### src/sv/ntc_pkg.sv
// Shared types and constants for the thermistor ADC to temperature converter.
// Used by the top level and its port checker; no dependencies of its own.
package ntc_pkg;

   // Default geometry of the calibration table
   localparam int TABLE_DEPTH_DEF = 256;
   localparam int SAMPLE_BITS_DEF = 12;

   // Fixed field widths of the transactions and registers
   localparam int FUNC_W       = 1;
   localparam int ENTRY_IDX_W  = 8;
   localparam int ENTRY_VAL_W  = 12;
   localparam int SAMPLE_W     = 12;
   localparam int TEMP_W       = 13;
   localparam int SEG_W        = 9;
   localparam int ENTRIES_W    = 9;
   localparam int CLAMP_IDX_W  = 9;
   localparam int TEMP_REF_W   = 8;
   localparam int CSR_DATA_W   = 9;
   localparam int CSR_INDEX_W  = 2;

   // Register reset values
   localparam logic [ENTRIES_W-1:0]          ENTRIES_RST   = 9'd256;
   localparam logic [CLAMP_IDX_W-1:0]        CLAMP_LO_RST  = 9'd1;
   localparam logic [CLAMP_IDX_W-1:0]        CLAMP_HI_RST  = 9'd255;
   localparam logic signed [TEMP_REF_W-1:0]  TEMP_REF_RST  = -8'sd40;

   // Output temperature saturation bounds, tenths of a degree
   localparam int TEMP_LO = -4096;
   localparam int TEMP_HI = 4095;

   typedef enum logic [FUNC_W-1:0] {
      FUNC_LOAD    = 1'b0,
      FUNC_CONVERT = 1'b1
   } func_type;

   typedef enum logic [CSR_INDEX_W-1:0] {
      CSR_ENTRIES_IN_USE = 2'd0,
      CSR_CLAMP_LO       = 2'd1,
      CSR_CLAMP_HI       = 2'd2,
      CSR_TEMP_REF       = 2'd3
   } csr_index_type;

   typedef struct packed {
      func_type                 func;
      logic [ENTRY_IDX_W-1:0]   entry_index;
      logic [ENTRY_VAL_W-1:0]   entry_value;
      logic [SAMPLE_W-1:0]      sample;
   } req_type;

   typedef struct packed {
      logic signed [TEMP_W-1:0] temperature_tenths;
      logic [SEG_W-1:0]         segment_index;
   } rsp_type;

   typedef enum logic [2:0] {
      ST_IDLE,
      ST_PROBE,
      ST_COMPARE,
      ST_SELECT,
      ST_READ_A,
      ST_READ_B,
      ST_DIVIDE,
      ST_DONE
   } state_type;

endpackage

### src/sv/ntc_adc_to_temperature.sv
// Thermistor ADC sample to temperature converter: calibration table, binary search,
// interpolation. Depends on ntc_pkg and ntc_div.
//
// A load transaction writes one calibration entry. A convert transaction is taken only
// while the sequencer is idle; it runs a binary search through the single table read
// port (an entry count below two skips the search and its probe issue state), then
// clamp selection and result load. A sample that lands on a clamp index returns after
// that; one that needs interpolation also reads its segment ends and runs the serial
// divider, which a flat segment skips. A finished result sits in the output register,
// so the next transaction is accepted while it waits to be taken.
// The table is not cleared by reset; convert only after the entries it searches
// have been loaded.
module ntc_adc_to_temperature #(
   parameter int TABLE_DEPTH = ntc_pkg::TABLE_DEPTH_DEF,
   parameter int SAMPLE_BITS = ntc_pkg::SAMPLE_BITS_DEF
) (
   input  logic                            clock,
   input  logic                            reset,
   input  logic                            req_valid,
   output logic                            req_stall,
   input  ntc_pkg::req_type                req,
   output logic                            rsp_valid,
   input  logic                            rsp_stall,
   output ntc_pkg::rsp_type                rsp,
   input  logic                            csr_valid,
   output logic                            csr_ready,
   input  ntc_pkg::csr_index_type          csr_index,
   input  logic [ntc_pkg::CSR_DATA_W-1:0]  csr_data
);
   import ntc_pkg::*;

   localparam int IDX_W  = $clog2(TABLE_DEPTH);
   localparam int CNT_W  = ($clog2(TABLE_DEPTH + 1) > ENTRIES_W) ?
                           $clog2(TABLE_DEPTH + 1) : ENTRIES_W;
   localparam int BASE_W = CNT_W + 2;
   localparam int B10_W  = BASE_W + 4;
   localparam int MAG_W  = SAMPLE_BITS + 4;
   localparam int NUM_W  = MAG_W + 1;
   localparam int SUM_W  = ((B10_W > NUM_W) ? B10_W : NUM_W) + 1;

   // Configuration registers
   logic [ENTRIES_W-1:0]          entries_ff;
   logic [CLAMP_IDX_W-1:0]        clamp_lo_ff;
   logic [CLAMP_IDX_W-1:0]        clamp_hi_ff;
   logic signed [TEMP_REF_W-1:0]  temp_ref_ff;

   // Sequencer and datapath
   state_type                state_ff, state_in;
   logic [SAMPLE_BITS-1:0]   sample_ff, sample_in;
   logic [CNT_W-1:0]         lo_ff, lo_in;
   logic [CNT_W-1:0]         hi_ff, hi_in;
   logic [SAMPLE_BITS-1:0]   a_ff, a_in;
   logic signed [SUM_W-1:0]  base10_ff, base10_in;
   logic                     neg_ff, neg_in;
   logic [TEMP_W-1:0]        temp_ff, temp_in;
   rsp_type                  rsp_ff, rsp_in;
   logic                     rsp_valid_ff, rsp_valid_in;

   // Calibration table
   logic [SAMPLE_BITS-1:0]   adc_table_ff [TABLE_DEPTH];
   logic [SAMPLE_BITS-1:0]   rd_data_ff;
   logic [IDX_W-1:0]         rd_addr;
   logic                     mem_we;

   logic                     req_take;
   logic [CNT_W-1:0]         n_eff;
   logic [CNT_W:0]           sum_cur, sum_nxt;
   logic [CNT_W-1:0]         mid_cur, mid_nxt;
   logic [CNT_W-1:0]         sel_idx;
   logic                     clamp;
   logic signed [BASE_W-1:0] base;
   logic signed [SUM_W-1:0]  base_x, base10;
   logic [SAMPLE_BITS-1:0]   b_val;
   logic signed [SAMPLE_BITS:0] diff_n, diff_d;
   logic signed [NUM_W-1:0]  num_x, num;
   logic [MAG_W-1:0]         num_mag;
   logic [SAMPLE_BITS-1:0]   den_mag;
   logic                     div_start, div_done;
   logic [MAG_W-1:0]         q_mag;
   logic signed [SUM_W-1:0]  q_x, q_s;

   function automatic logic [TEMP_W-1:0] sat_temp(input logic signed [SUM_W-1:0] v);
      if (v < SUM_W'(TEMP_LO)) return TEMP_W'(TEMP_LO);
      if (v > SUM_W'(TEMP_HI)) return TEMP_W'(TEMP_HI);
      return v[TEMP_W-1:0];
   endfunction

   assign req_stall = (state_ff != ST_IDLE);
   assign req_take  = req_valid && !req_stall;
   assign csr_ready = 1'b1;
   assign mem_we    = req_take && (req.func == FUNC_LOAD) &&
                      (int'(req.entry_index) < TABLE_DEPTH);

   assign n_eff = (CNT_W'(entries_ff) > CNT_W'(TABLE_DEPTH)) ?
                  CNT_W'(TABLE_DEPTH) : CNT_W'(entries_ff);

   assign sum_cur = {1'b0, lo_ff} + {1'b0, hi_ff};
   assign mid_cur = sum_cur[CNT_W:1];
   assign sum_nxt = {1'b0, lo_in} + {1'b0, hi_in};
   assign mid_nxt = sum_nxt[CNT_W:1];

   // Clamp selection and segment base temperature, 10 * (index + temp_ref - 1)
   always_comb begin
      clamp   = 1'b1;
      sel_idx = lo_ff;
      if (lo_ff >= CNT_W'(clamp_hi_ff)) begin
         sel_idx = CNT_W'(clamp_hi_ff);
      end else if (lo_ff <= CNT_W'(clamp_lo_ff)) begin
         sel_idx = CNT_W'(clamp_lo_ff);
      end else begin
         clamp = 1'b0;
      end
      base   = BASE_W'({2'b00, sel_idx}) + BASE_W'(temp_ref_ff) - BASE_W'(1);
      base_x = SUM_W'(base);
      base10 = (base_x <<< 3) + (base_x <<< 1);
   end

   // Interpolation operands: 10 * (a - s) over (a - b)
   always_comb begin
      b_val   = (lo_ff < CNT_W'(TABLE_DEPTH)) ? rd_data_ff : '0;
      diff_n  = $signed({1'b0, a_ff}) - $signed({1'b0, sample_ff});
      diff_d  = $signed({1'b0, a_ff}) - $signed({1'b0, b_val});
      num_x   = NUM_W'(diff_n);
      num     = (num_x <<< 3) + (num_x <<< 1);
      num_mag = num[NUM_W-1] ? MAG_W'(-num) : MAG_W'(num);
      den_mag = diff_d[SAMPLE_BITS] ? SAMPLE_BITS'(-diff_d) : SAMPLE_BITS'(diff_d);
      q_x     = SUM_W'({1'b0, q_mag});
      q_s     = neg_ff ? -q_x : q_x;
   end

   ntc_div #(
      .QW(MAG_W),
      .DW(SAMPLE_BITS)
   ) u_div (
      .clock    (clock),
      .reset    (reset),
      .start    (div_start),
      .dividend (num_mag),
      .divisor  (den_mag),
      .done     (div_done),
      .quotient (q_mag)
   );

   always_comb begin
      state_in     = state_ff;
      sample_in    = sample_ff;
      lo_in        = lo_ff;
      hi_in        = hi_ff;
      a_in         = a_ff;
      base10_in    = base10_ff;
      neg_in       = neg_ff;
      temp_in      = temp_ff;
      rsp_in       = rsp_ff;
      rsp_valid_in = rsp_valid_ff && rsp_stall;
      rd_addr      = mid_cur[IDX_W-1:0];
      div_start    = 1'b0;
      unique case (state_ff)
         ST_IDLE: begin
            if (req_take && (req.func == FUNC_CONVERT)) begin
               sample_in = SAMPLE_BITS'(req.sample);
               lo_in     = CNT_W'(1);
               hi_in     = n_eff - CNT_W'(1);
               // fewer than two entries: nothing to search
               state_in  = (n_eff < CNT_W'(2)) ? ST_SELECT : ST_PROBE;
            end
         end
         ST_PROBE: begin
            rd_addr  = mid_cur[IDX_W-1:0];
            state_in = ST_COMPARE;
         end
         ST_COMPARE: begin
            if (sample_ff > rd_data_ff) begin
               lo_in = mid_cur + CNT_W'(1);
            end else begin
               hi_in = mid_cur - CNT_W'(1);
            end
            // issue the next probe straight from the updated bounds
            rd_addr = mid_nxt[IDX_W-1:0];
            if (lo_in > hi_in) begin
               state_in = ST_SELECT;
            end
         end
         ST_SELECT: begin
            base10_in = base10;
            rd_addr   = IDX_W'(lo_ff - CNT_W'(1));
            if (clamp) begin
               temp_in  = sat_temp(base10);
               state_in = ST_DONE;
            end else begin
               state_in = ST_READ_A;
            end
         end
         ST_READ_A: begin
            a_in     = rd_data_ff;
            rd_addr  = lo_ff[IDX_W-1:0];
            state_in = ST_READ_B;
         end
         ST_READ_B: begin
            neg_in = num[NUM_W-1] ^ diff_d[SAMPLE_BITS];
            if (den_mag == '0) begin
               // flat segment: the quotient is zero
               temp_in  = sat_temp(base10_ff);
               state_in = ST_DONE;
            end else begin
               div_start = 1'b1;
               state_in  = ST_DIVIDE;
            end
         end
         ST_DIVIDE: begin
            if (div_done) begin
               temp_in  = sat_temp(q_s + base10_ff);
               state_in = ST_DONE;
            end
         end
         ST_DONE: begin
            // hold until the output register is free
            if (!rsp_valid_ff || !rsp_stall) begin
               rsp_in.temperature_tenths = $signed(temp_ff);
               rsp_in.segment_index      = lo_ff[SEG_W-1:0];
               rsp_valid_in              = 1'b1;
               state_in                  = ST_IDLE;
            end
         end
         default: begin
            state_in = ST_IDLE;
         end
      endcase
   end

   always_ff @(posedge clock) begin
      if (reset) begin
         state_ff     <= ST_IDLE;
         rsp_valid_ff <= 1'b0;
         entries_ff   <= ENTRIES_RST;
         clamp_lo_ff  <= CLAMP_LO_RST;
         clamp_hi_ff  <= CLAMP_HI_RST;
         temp_ref_ff  <= TEMP_REF_RST;
      end else begin
         state_ff     <= state_in;
         rsp_valid_ff <= rsp_valid_in;
         if (csr_valid && csr_ready) begin
            unique case (csr_index)
               CSR_ENTRIES_IN_USE: entries_ff   <= csr_data[ENTRIES_W-1:0];
               CSR_CLAMP_LO:       clamp_lo_ff  <= csr_data[CLAMP_IDX_W-1:0];
               CSR_CLAMP_HI:       clamp_hi_ff  <= csr_data[CLAMP_IDX_W-1:0];
               CSR_TEMP_REF:       temp_ref_ff  <= $signed(csr_data[TEMP_REF_W-1:0]);
            endcase
         end
      end
      sample_ff <= sample_in;
      lo_ff     <= lo_in;
      hi_ff     <= hi_in;
      a_ff      <= a_in;
      base10_ff <= base10_in;
      neg_ff    <= neg_in;
      temp_ff   <= temp_in;
      rsp_ff    <= rsp_in;
   end

   // Table memory: one write port for loads, one registered read port
   always_ff @(posedge clock) begin
      if (mem_we) begin
         adc_table_ff[IDX_W'(req.entry_index)] <= SAMPLE_BITS'(req.entry_value);
      end
      rd_data_ff <= adc_table_ff[rd_addr];
   end

   assign rsp_valid = rsp_valid_ff;
   assign rsp       = rsp_ff;

endmodule

### src/sv/ntc_div.sv
// Radix-2 restoring divider for unsigned magnitudes, one quotient bit per cycle.
// Stand-alone; started by the converter's sequencer.
module ntc_div #(
   parameter int QW = 16,
   parameter int DW = 12
) (
   input  logic          clock,
   input  logic          reset,
   input  logic          start,
   input  logic [QW-1:0] dividend,
   input  logic [DW-1:0] divisor,
   output logic          done,
   output logic [QW-1:0] quotient
);

   localparam int CW = (QW > 1) ? $clog2(QW) : 1;

   logic          busy_ff, busy_in;
   logic          done_ff, done_in;
   logic [CW-1:0] cnt_ff, cnt_in;
   logic [QW-1:0] quo_ff, quo_in;
   logic [DW-1:0] rem_ff, rem_in;
   logic [DW-1:0] div_ff, div_in;
   logic [DW:0]   rem_sh;
   logic          ge;

   always_comb begin
      rem_sh  = {rem_ff, quo_ff[QW-1]};
      ge      = (rem_sh >= {1'b0, div_ff});
      busy_in = busy_ff;
      done_in = 1'b0;
      cnt_in  = cnt_ff;
      quo_in  = quo_ff;
      rem_in  = rem_ff;
      div_in  = div_ff;
      if (start) begin
         busy_in = 1'b1;
         cnt_in  = '0;
         quo_in  = dividend;
         rem_in  = '0;
         div_in  = divisor;
      end else if (busy_ff) begin
         // shift in the next dividend bit, subtract where it fits
         quo_in = {quo_ff[QW-2:0], ge};
         rem_in = ge ? DW'(rem_sh - {1'b0, div_ff}) : rem_sh[DW-1:0];
         cnt_in = cnt_ff + CW'(1);
         if (cnt_ff == CW'(QW - 1)) begin
            busy_in = 1'b0;
            done_in = 1'b1;
         end
      end
   end

   always_ff @(posedge clock) begin
      if (reset) begin
         busy_ff <= 1'b0;
         done_ff <= 1'b0;
      end else begin
         busy_ff <= busy_in;
         done_ff <= done_in;
      end
      cnt_ff <= cnt_in;
      quo_ff <= quo_in;
      rem_ff <= rem_in;
      div_ff <= div_in;
   end

   assign done     = done_ff;
   assign quotient = quo_ff;

endmodule

### config.mk
export PLATFORM = sky130hd
export DESIGN_NAME = ntc_adc_to_temperature
export DESIGN_NICKNAME = d
export VERILOG_FILES = /design/src/sv/ntc_pkg.sv /design/src/sv/ntc_adc_to_temperature.sv /design/src/sv/ntc_div.sv
export SDC_FILE = /design/constraint.sdc
export NUM_CORES = 2
export LEC_CHECK = 0
export ABC_AREA = 0
export BUFFER_PORTS_ARGS = -buffer_cell sky130_fd_sc_hd__clkbuf_2
export CORE_MARGIN = 3
export CORE_UTILIZATION = 43
export CTS_CLUSTER_DIAMETER = 50
export CTS_CLUSTER_SIZE = 12
export DETAILED_ROUTE_END_ITERATION = 8
export SLEW_MARGIN = 15
export SYNTH_ARGS = -nofsm -noshare
export SYNTH_HDL_FRONTEND = slang
export SYNTH_HIERARCHICAL = 1
export SYNTH_SLANG_ARGS = --single-unit
### constraint.sdc
create_clock -name clock -period 12.61 [get_ports clock]
set_input_delay 3.1525 -clock clock [delete_from_list [all_inputs] [get_ports clock]]
set_output_delay 3.1525 -clock clock [all_outputs]
set_load 0.01 [all_outputs]
==> flow_summary.yaml <==
clock_network:
  cts_tree: "built"
  cts_buffers: 363
  post_cts_resized: 0
  clock_path_buffers: 4
  cts_root_buffer: "clkbuf_16"
  clock-sinks: 3261
  postCtsSetupBuffers: 0
  insertion_delay_ns: 0.97
  clk_pin_slew_ns: 0.06
  hold_buffers: 0
  cts_max_level: 5
worst_setup_path:
  max_stage_delay_ns: 1.08
  critPathBufInv: 6
  worstSetupEndpointType: "flop"
  crit_chain: "clkbuf_2 -> nand2_1 -> nand2_1 -> nand3_1 -> inv_2 -> a221o_1 -> nand2_1 -> inv_1 -> fa_1 -> xor2_1 -> nand2_1 -> o221ai_1 -> mux2i_4 -> buf_12 -> buf_4 -> buf_4 -> mux4_2 -> nor2b_1 -> a211oi_1 -> a211oi_1 -> o32ai_1 -> mux2i_1 -> mux2_2"
  worst_setup_path_start_kind: "input port"
  rr_worst_depth: 23
  slowest_stage: "o32ai_1"
  cp_max_fo: 66
  worst-setup-path-type: "in -> reg"
  crit_family: "compound AO/OA/AOI/OAI gates"
  path_depth: 23
  arrival_ns: 10.11
  crit_top_cell: "nand2_1"
  required_ns: 13.40
sta:
  min_period_over_period: 0.739
  max_freq_mhz: 107
  finalCriticalPeriod_ns: 9.32
  slew_headroom: 0.143
  hold-worst-slack_ns: 0.419
  finalClockSkew_ns: 0.0856
  hold_viol: 0
  rsz0062_at_grt: "false"
  setup_viol: 0
  worst_slew_pin_slew_ns: 1.28
  drv_slew: 0
  setup_tns_ns: 0
global_route:
  grt_use_total: 0.212
  grt_max_degree: 135
  grt_pass1_wl_mm: 496
  grt_pass1_vias: 69800
  grt_overflow: 0
  antenna_found_initial: 14
floorplanning:
  pin_count: 74
  initial_utilization: 0.433
  dieArea_um2: 318000
  die_h_um: 564
  core_area_um2: 310000
  die_x_um: 564
  rows: 204
drt:
  wl_mm: 339
  drc: 0
  drtIter0Drc: 7183
  ant_nets: 0
  routedWlPerCell_um: 28.9
  viasPerCell: 5.86
  vias: 68700
  first_pass_iters: 5
placement:
  dp_hpwl_mm: 204
  place.gp.congestion: 0.838
  io_buffers: 72
yosys:
  synth_fp_nets: 7229
  syn_area_um2: 134000
  synthDistinctLibCells: 100
  async_flop_share: 0
  synthCells: 7017
  synth_ff_type: "edfxtp_1"
  synth_edf_count: 3174
  yosysSeqAreaShare: 0.724
  syn_avg_cell_area_um2: 19.1
  synth-seq-cells: 3261
  yosys_warnings: 6
final_layout:
  area_delta_synth_final_pct: 13.8
  nets: 7585
  fillers: 25000
  fin_util: 0.492
  layout_common_cells: "edfxtp_1 (3174), mux4_2 (768), clkbuf_16 (366)"
  drive_gt1_frac: 0.250
  final_common_cell: "edfxtp_1"
hold_path:
  holdCritPathClass: "reg -> reg"
  min_delay_path_depth: 0
flow_run:
  max_cap_viol_count: 0
outcome:
  outcome: "finished, final reports clean"
==> area by class of cell <==
| class | count | area (µm²) | share of cell area |
|---|---|---|---|
| sequential | 3261 | 97100 | 0.637 |
| multi-input combinational | 3214 | 35000 | 0.229 |
| clock buffer | 425 | 9430 | 0.0619 |
| tap | 4120 | 5150 | 0.0338 |
| timing repair buffer | 382 | 3130 | 0.0205 |
| clock inverter | 164 | 2150 | 0.0141 |
| inverter | 151 | 567 | 0.00372 |
| antenna | 8 | 20.0 | 0.000131 |
==> logic make-up after synthesis <==
kind of cell | synth area share
DFF | 0.724
xor gates and xnor gates | 0.00855
and+or+nand+nor | 0.0343
muxes | 0.154
adders and majority gates | 0.0158
AOI/OAI and AO/OA | 0.0454
other | 0.0000561
buffers and inverters | 0.0174
==> state kept, by name (all words and copies together) (netlist names), 9 cells and up <==
name	flops
adc_table_ff	3072
rsp	22
u_div/quotient	16
base10_ff	14
temp_ff	13
a_ff	12
rd_data_ff	12
sample_ff	12
u_div/div_ff	12
u_div/rem_ff	12
clamp_hi_ff	9
clamp_lo_ff	9
entries_ff	9
hi_ff	9
lo_ff	9
==> synthesized netlist by cell type (all sizes together), types with 6 or more instances <==
cell	instances	area, µm²
edfxtp	3174	95300
mux4	768	17300
nor2	417	1580
a211oi	296	2440
mux2i	243	2440
clkbuf	204	797
nand2	203	762
buf	187	972
o21ai	184	925
nor2b	172	1080
ha	153	1910
inv	150	563
a21oi	120	612
dfxtp	87	1740
xnor2	85	752
mux2	80	901
o32ai	50	438
xor2	45	394
a21o	35	263
nand3	35	175
nor3	31	155
nand2b	23	144
o21a	20	150
a22o	15	140
nand4	15	109
nor3b	15	113
o221ai	15	131
o21bai	14	105
or3	13	87.6
a31oi	12	96.3
o211ai	12	100
nand3b	11	82.6
fa	10	200
a21boi	8	60.1
a311oi	8	95.1
and3	8	55.1
o41ai	8	70.1
or2	8	50.1
a211o	7	61.3
nor4	7	43.8
o22ai	6	37.5
o31ai	6	45.0
==> final timing paths <==
kind	start	end	slack [ns]
max	req[32]	rd_data_ff[0]	3.29
min	temp_ff[5]	rsp[14]	0.42
max reg2reg	state_ff[1]	rd_data_ff[0]	3.84
min reg2reg	temp_ff[5]	rsp[14]	0.42
==> through the flow <==
step                      setup WS (ns)  cells  cell area, µm²
after floorplan                    5.06   7017          134000
final                              3.29  11700          152000
after detailed placement           2.48  11100          141000
after global placement             1.88  11100          141000
after global routing               3.10  11700          152000
after CTS                          3.44  11700          152000
==> worst reg2reg max path, stage by stage, from the launching register on <==
cell and delay (ns):
dfxtp_1 0.81, inv_2 0.26, nor2_1 0.40, nand2_1 0.44, nand3_1 0.33, inv_2 0.23, a221o_1 0.44, nand2_1 0.15
inv_1 0.09, fa_1 0.43, xor2_1 0.17, nand2_1 0.06, o221ai_1 0.16, mux2i_4 0.58, buf_12 0.45, buf_4 0.51
buf_4 0.52, mux4_2 0.44, nor2b_1 0.15, a211oi_1 0.37, a211oi_1 0.13, o32ai_1 1.08, mux2i_1 0.16, mux2_2 0.32
==> layer usage <==
| layer | vias to the layer above | part of all wire | GRT usage |
|---|---|---|---|
| met3 | 506 | 0.066 | 0.0347 |
| met2 | 2389 | 0.48 | 0.343 |
| met4 | 4 | 0.032 | 0.0641 |
| met1 | 36500 | 0.42 | 0.296 |
| met5 | - | 0.000083 | 0 |
| li1 | 29300 | - | - |
Power is not shown: default switching activity piles up to over one toggle a cycle in this logic, so the estimate is an artifact.
